==> config.mk <==
export PLATFORM = sky130hd
export DESIGN_NAME = pidc_round
export DESIGN_NICKNAME = d
export VERILOG_FILES = /design/src/hw/rtl/pidc_pkg.sv /design/src/hw/rtl/pidc_round.sv
export SDC_FILE = /design/constraint.sdc
export NUM_CORES = 1
export LEC_CHECK = 0
export BUFFER_PORTS_ARGS = -buffer_cell sky130_fd_sc_hd__buf_2
export CORE_MARGIN = 2
export CORE_UTILIZATION = 60
export DETAILED_ROUTE_END_ITERATION = 7
export PLACE_DENSITY = 0.84
export SYNTH_ARGS = -nofsm -noshare
export SYNTH_HDL_FRONTEND = slang
export SYNTH_SLANG_ARGS = --single-unit
==> constraint.sdc <==
create_clock -name clock -period 7.2 [get_ports clock]
set_clock_uncertainty 0.2 [all_clocks]
set_input_delay 0.36 -clock clock [delete_from_list [all_inputs] [get_ports clock]]
set_output_delay 0.36 -clock clock [all_outputs]
set_load 0.05 [all_outputs]
==> src/hw/rtl/pidc_pkg.sv <==
// pidc_pkg: shared beat types, stage payloads and saturation helper for the pid block
`timescale 1ns / 1ps
`default_nettype none

package pidc_pkg;

   localparam int DATA_W = 32;
   localparam int MODE_W = 8;
   localparam int PROD_W = 2 * DATA_W;
   localparam int SUM_W  = PROD_W + 2;
   localparam int FRAC_W = 16;

   localparam logic OP_CLEAR = 1'b1;

   localparam logic signed [DATA_W-1:0] DATA_MAX = {1'b0, {(DATA_W-1){1'b1}}};
   localparam logic signed [DATA_W-1:0] DATA_MIN = {1'b1, {(DATA_W-1){1'b0}}};
   // half an lsb of q16.16 in the q32.32 sum
   localparam logic signed [SUM_W-1:0] ROUND_BIAS = SUM_W'(1) <<< (FRAC_W - 1);

   typedef struct packed {
      logic [0:0]                operation;
      logic [MODE_W-1:0]         mode_index;
      logic signed [DATA_W-1:0]  measured_value;
      logic signed [DATA_W-1:0]  target_value;
      logic signed [DATA_W-1:0]  prop_gain;
      logic signed [DATA_W-1:0]  integ_gain;
      logic signed [DATA_W-1:0]  deriv_gain;
      logic signed [DATA_W-1:0]  integ_low_limit;
      logic signed [DATA_W-1:0]  integ_high_limit;
   } req_type;

   typedef struct packed {
      logic [MODE_W-1:0]         mode_out;
      logic signed [DATA_W-1:0]  drive_value;
      logic                      drive_saturated;
   } rsp_type;

   // error known, state not yet looked up
   typedef struct packed {
      logic                      clear;
      logic [MODE_W-1:0]         mode;
      logic signed [DATA_W-1:0]  err;
      logic signed [DATA_W-1:0]  prop_gain;
      logic signed [DATA_W-1:0]  integ_gain;
      logic signed [DATA_W-1:0]  deriv_gain;
      logic signed [DATA_W-1:0]  low_limit;
      logic signed [DATA_W-1:0]  high_limit;
   } stage1_type;

   // multiplier operands
   typedef struct packed {
      logic                      clear;
      logic [MODE_W-1:0]         mode;
      logic signed [DATA_W-1:0]  err;
      logic signed [DATA_W-1:0]  integ;
      logic signed [DATA_W-1:0]  deriv;
      logic signed [DATA_W-1:0]  prop_gain;
      logic signed [DATA_W-1:0]  integ_gain;
      logic signed [DATA_W-1:0]  deriv_gain;
   } stage3_type;

   typedef struct packed {
      logic                      clear;
      logic [MODE_W-1:0]         mode;
      logic signed [PROD_W-1:0]  p_prop;
      logic signed [PROD_W-1:0]  p_integ;
      logic signed [PROD_W-1:0]  p_deriv;
   } stage4_type;

   typedef struct packed {
      logic                      clear;
      logic [MODE_W-1:0]         mode;
      logic signed [SUM_W-1:0]   sum;
   } stage5_type;

   // clip a one-bit-grown difference back to a data word
   function automatic logic signed [DATA_W-1:0] sat_word(input logic signed [DATA_W:0] x);
      logic signed [DATA_W-1:0] r;
      if (x[DATA_W] != x[DATA_W-1]) begin
         r = x[DATA_W] ? DATA_MIN : DATA_MAX;
      end else begin
         r = x[DATA_W-1:0];
      end
      return r;
   endfunction

endpackage

`default_nettype wire

==> src/hw/rtl/pidc_round.sv <==
// pidc_round: product sum with rounding bias, then q16.16 extraction and saturation
`timescale 1ns / 1ps
`default_nettype none

module pidc_round (
   input  logic                   clock,
   input  logic                   load_sum,
   input  logic                   load_sat,
   input  pidc_pkg::stage4_type   st4_in,
   output pidc_pkg::rsp_type      rsp_in
);

   localparam int SUM_W  = pidc_pkg::SUM_W;
   localparam int TOP_LO = pidc_pkg::FRAC_W + pidc_pkg::DATA_W - 1;

   pidc_pkg::stage4_type st4_ff;
   pidc_pkg::stage5_type st5_ff;
   pidc_pkg::stage5_type st5_in;
   logic                 fits;

   always_ff @(posedge clock) begin
      if (load_sum) begin
         st4_ff <= st4_in;
      end
      if (load_sat) begin
         st5_ff <= st5_in;
      end
   end

   // round to nearest, ties up: floor((p + half) / 2^16)
   always_comb begin
      st5_in.clear = st4_ff.clear;
      st5_in.mode  = st4_ff.mode;
      st5_in.sum   = SUM_W'(st4_ff.p_prop) + SUM_W'(st4_ff.p_integ)
                   + SUM_W'(st4_ff.p_deriv) + pidc_pkg::ROUND_BIAS;
   end

   // result fits when every bit above the q16.16 word copies its sign
   assign fits = (&st5_ff.sum[SUM_W-1:TOP_LO]) || !(|st5_ff.sum[SUM_W-1:TOP_LO]);

   always_comb begin
      rsp_in.mode_out = st5_ff.mode;
      if (st5_ff.clear) begin
         rsp_in.drive_value     = '0;
         rsp_in.drive_saturated = 1'b0;
      end else if (fits) begin
         rsp_in.drive_value     = st5_ff.sum[TOP_LO:pidc_pkg::FRAC_W];
         rsp_in.drive_saturated = 1'b0;
      end else begin
         rsp_in.drive_value     = st5_ff.sum[SUM_W-1] ? pidc_pkg::DATA_MIN
                                                      : pidc_pkg::DATA_MAX;
         rsp_in.drive_saturated = 1'b1;
      end
   end

endmodule

`default_nettype wire

==> run_summary.xml <==
<?xml version="1.0" encoding="UTF-8"?>
<metrics>
  <group name="global_route">
    <metric name="grt_use_met3" unit="%">4.73</metric>
    <metric name="gr-max-usage-layer" unit="">met2</metric>
    <metric name="grt_use_met2" unit="%">53.1</metric>
    <metric name="met1_usage" unit="%">34.9</metric>
    <metric name="grt_antenna_before_repair" unit="">3</metric>
    <metric name="wire_length_of_the_first_global_routing_pass" unit="mm">59.1</metric>
    <metric name="grt_usage" unit="%">29.4</metric>
    <metric name="grt_start_max_net_pins" unit="">122</metric>
    <metric name="vias_in_the_first_global_route" unit="">11600</metric>
    <metric name="grt_remaining_overflow" unit="">0</metric>
  </group>
  <group name="cells_and_area">
    <metric name="final_cell_mix" unit="">edfxtp_1, inv_1, buf_2</metric>
    <metric name="layout-area-overhead-vs-synth" unit="%">30.0</metric>
    <metric name="mostFrequentLayoutCell" unit="">edfxtp_1</metric>
    <metric name="drive_above_1_share" unit="%">18.4</metric>
    <metric name="final_nets" unit="">2054</metric>
  </group>
  <group name="synth">
    <metric name="dominantRegCellSynth" unit="">edfxtp_1</metric>
    <metric name="synth_area_leaders" unit="">edfxtp_1, ha_1, fa_1</metric>
    <metric name="yosys.area.top_type_share" unit="%">53.2</metric>
    <metric name="ys.warnings.count" unit="">0</metric>
    <metric name="mappedNetlistNets" unit="">1615</metric>
    <metric name="synth_seq_area_share" unit="%">53.2</metric>
    <metric name="count_of_state_elements_after_synthesis" unit="">260</metric>
    <metric name="mapped_cell_area" unit="mm2">0.0147</metric>
    <metric name="synth-edff-count" unit="">260</metric>
    <metric name="netlist_instances" unit="">1222</metric>
    <metric name="synth-async-reset-ratio" unit="%">0</metric>
    <metric name="postSynthAreaPerCell" unit="um2">12.0</metric>
    <metric name="largest_area_contributor_in_the_netlist" unit="">edfxtp_1</metric>
    <metric name="synth_cell_types" unit="">63</metric>
  </group>
  <group name="timing">
    <metric name="slew_violations" unit="">0</metric>
    <metric name="number_of_setup_violations_in_the_final_report" unit="">0</metric>
    <metric name="timing.final.crit_period" unit="ns">4.54</metric>
    <metric name="max_slew_margin" unit="%">21.0</metric>
    <metric name="timing.fmax" unit="GHz">0.220</metric>
    <metric name="tns_setup" unit="ns">0</metric>
    <metric name="setup_repair_after_global_routing_missed_its_margin" unit="">no</metric>
    <metric name="hold_ws" unit="ns">0.229</metric>
    <metric name="hold_violations" unit="">0</metric>
    <metric name="worst_slew_pin_slew" unit="ns">1.18</metric>
    <metric name="share_of_the_cycle_needed_by_the_critical_path_after_routing" unit="%">63.1</metric>
  </group>
  <group name="critical_path">
    <metric name="slowest_delay" unit="ns">0.52</metric>
    <metric name="critical_path_peak_fanout" unit="">7</metric>
    <metric name="crit_required" unit="ns">7.29</metric>
    <metric name="crit_path_top_delay_cell" unit="">fa_1</metric>
    <metric name="crit_path_start_kind" unit="">register</metric>
    <metric name="worst-r2r-setup-slack" unit="ns">2.66</metric>
    <metric name="worst-setup-path-type" unit="">reg -&gt; reg</metric>
    <metric name="timing.rr.end" unit="">st5_ff[61]$_DFFE_PP_</metric>
    <metric name="critPathArrivalTime" unit="ns">4.63</metric>
    <metric name="critical_path.endpoint_type" unit="">register</metric>
    <metric name="reg2regPathDepth" unit="">15</metric>
    <metric name="regToRegStartpoint" unit="">st4_ff[20]$_DFFE_PP_</metric>
    <metric name="crit_path_cell_trace" unit="">inv_1 &gt; fa_1 &gt; inv_1 &gt; ha_1 &gt; ha_1 &gt; and4_1 &gt; nand2b_1 &gt; or3_1 &gt; a311oi_2 &gt; o211ai_1 &gt; a21oi_1 &gt; o21ai_0 &gt; nand2_1 &gt; nand4_1 &gt; o311a_1</metric>
  </group>
  <group name="detailed_routing">
    <metric name="detail_route.wl_per_cell" unit="um">18.8</metric>
    <metric name="avgViaCountPerCell" unit="">5.48</metric>
    <metric name="via_count_of_the_routed_design" unit="">11000</metric>
    <metric name="drt_pass1_iterations" unit="">5</metric>
    <metric name="drt-total-wl" unit="mm">37.8</metric>
    <metric name="drt-initial-drc-count" unit="">830</metric>
    <metric name="route.detailed.drc" unit="">0</metric>
    <metric name="postRouteAntennaNets" unit="">0</metric>
  </group>
  <group name="die">
    <metric name="die_ar" unit="mm2">0.0257</metric>
    <metric name="num_rows" unit="">57</metric>
    <metric name="initial_utilization" unit="%">60.6</metric>
    <metric name="floorplan.core_area" unit="mm2">0.0242</metric>
    <metric name="ios" unit="">245</metric>
    <metric name="die_w" unit="um">160</metric>
    <metric name="die_height" unit="um">160</metric>
  </group>
  <group name="place">
    <metric name="portBuffers" unit="">244</metric>
    <metric name="routabilityCongestion" unit="">0.918</metric>
    <metric name="place_hpwl" unit="mm">22.9</metric>
  </group>
  <group name="min_path">
    <metric name="worstHoldPathCells" unit="">0</metric>
    <metric name="whs_endpoint" unit="">rsp_in[35]$_DFFE_PP_</metric>
    <metric name="hold_class" unit="">reg -&gt; reg</metric>
    <metric name="hold_path_startpoint" unit="">st4_ff[194]$_DFFE_PP_</metric>
  </group>
  <group name="power_and_ir_drop">
    <metric name="clock_power_share" unit="%">24.4</metric>
    <metric name="powerDensity" unit="mW/mm2">304</metric>
    <metric name="net-switching-power" unit="uW">2070</metric>
    <metric name="internal-power" unit="uW">3720</metric>
    <metric name="power.leakage" unit="uW">0.00879</metric>
    <metric name="p_total" unit="uW">5790</metric>
    <metric name="power_switching_share" unit="%">35.8</metric>
    <metric name="power_frac_seq" unit="%">36.9</metric>
    <metric name="vdd.ir_drop.worst" unit="mV">0.227</metric>
    <metric name="pwr-share-comb" unit="%">38.8</metric>
  </group>
  <group name="clock_tree">
    <metric name="cts.reportedPaths.clkPinSlew" unit="ns">0.06</metric>
    <metric name="cts_sinks" unit="">260</metric>
    <metric name="tritoncts.num_buffers" unit="">26</metric>
    <metric name="root_buffer" unit="">clkbuf_16</metric>
    <metric name="clock_path_buffers" unit="">3</metric>
    <metric name="cts_tree" unit="">yes</metric>
    <metric name="number_of_levels_the_h_tree_was_split_into" unit="">1</metric>
    <metric name="clock_latency_late_sink" unit="ns">0.55</metric>
  </group>
  <group name="run_status">
    <metric name="run_status" unit="">complete, no violations</metric>
  </group>
  <group name="run">
    <metric name="maxCapViolations" unit="">0</metric>
  </group>
</metrics>
-- flip-flops by register name, indices dropped and copies added (netlist names) --
name and cells:
st5_ff 51, st4_ff 201, rsp_in 8
-- cells by family after synthesis --
family | count (synthesis) | share of synthesized area (%)
simple gates | 205 | 6.91
compound gates | 233 | 10.1
flops | 260 | 53.2
buf+inv | 289 | 7.65
xor+xnor | 46 | 2.75
fa+ha+maj | 189 | 19.4
-- Yosys cell counts, drive strengths merged, types with 6 or more instances --
cell and n:
nor4 8, a21oi 98, a31oi 10, o21bai 7
nor2 64, and3 6, fa 63, and2 6
nor3 13, nand3 6, clkbuf 25, edfxtp 260
ha 126, xor2 19, a211oi 8, nand2 51
xnor2 27, o21ai 39, nor2b 9, buf 13
a21o 34, inv 251, nand4 23, a21boi 6
-- stage by stage --
stage	cell area (um2)	instances	setup WS, ns	utilization, %
5_1_grt	19100	2008	2.45	78.8
4_1_cts	19000	2005	2.69	78.8
6_report	19100	2008	2.66	78.8
3_3_place_gp	16200	1756	2.82	66.8
2_1_floorplan	14700	1222	3.37	-
3_5_place_dp	16200	1756	2.75	66.8
-- timing repair --
| action | 4_1_cts | 5_1_grt |
|---|---|---|
| buffers inserted | 0 | 0 |
| endpoints found under the hold margin | 201 | 0 |
| resized for setup | 0 | 0 |
| hold buffers | 201 | 0 |
-- critical path: cells and delay by family, from the launching register on --
| kind | cells | cell delay (ns) |
|---|---|---|
| adders and majority gates | 3 | 1.30 |
| AOI/OAI and AO/OA | 5 | 1.29 |
| and+or+nand+nor | 5 | 1.05 |
| DFF | 1 | 0.32 |
| buffers and inverters | 2 | 0.12 |
-- how the worst max path moves through the flow --
stage                                    start                   end  depth (start not counted)
final                     st4_ff[20]$_DFFE_PP_  st5_ff[61]$_DFFE_PP_                         15
after global routing      st4_ff[14]$_DFFE_PP_  st5_ff[61]$_DFFE_PP_                         14
after CTS                 st4_ff[14]$_DFFE_PP_  st5_ff[61]$_DFFE_PP_                         14
after detailed placement  st4_ff[20]$_DFFE_PP_  st5_ff[61]$_DFFE_PP_                         15
after global placement    st4_ff[24]$_DFFE_PP_  st5_ff[61]$_DFFE_PP_                         15
after floorplan           st4_ff[18]$_DFFE_PP_  st5_ff[63]$_DFFE_PP_                         16
-- area by class of cell --
class                   count  area, um2
repair buffers            449       3270
clock buffers              31        691
flip-flops and latches    260       7810
inverters                 251        942
multi-input cells         673       5740
well taps                 324        405
fillers                  1411       5120
diodes                      3       7.51
clock inverters            17        189
-- layer usage --
metal / up-vias / share of wire, %
li1: 5093 / -
met4: 0 / 4.8
met3: 135 / 6.4
met5: - / 0
met2: 524 / 51
met1: 5249 / 38
-- power groups by stage --
stage / Clock [uW] / Sequential [uW] / Combinational, uW
global route: 1480 / 2150 / 2470
global placement: 0 / 2150 / 2020
CTS: 1410 / 2130 / 2180
detailed placement: 0 / 2160 / 2070
finish: 1410 / 2130 / 2240
floorplan: 0 / 2100 / 1550
Note: power is estimated with default switching activity, not from simulation.
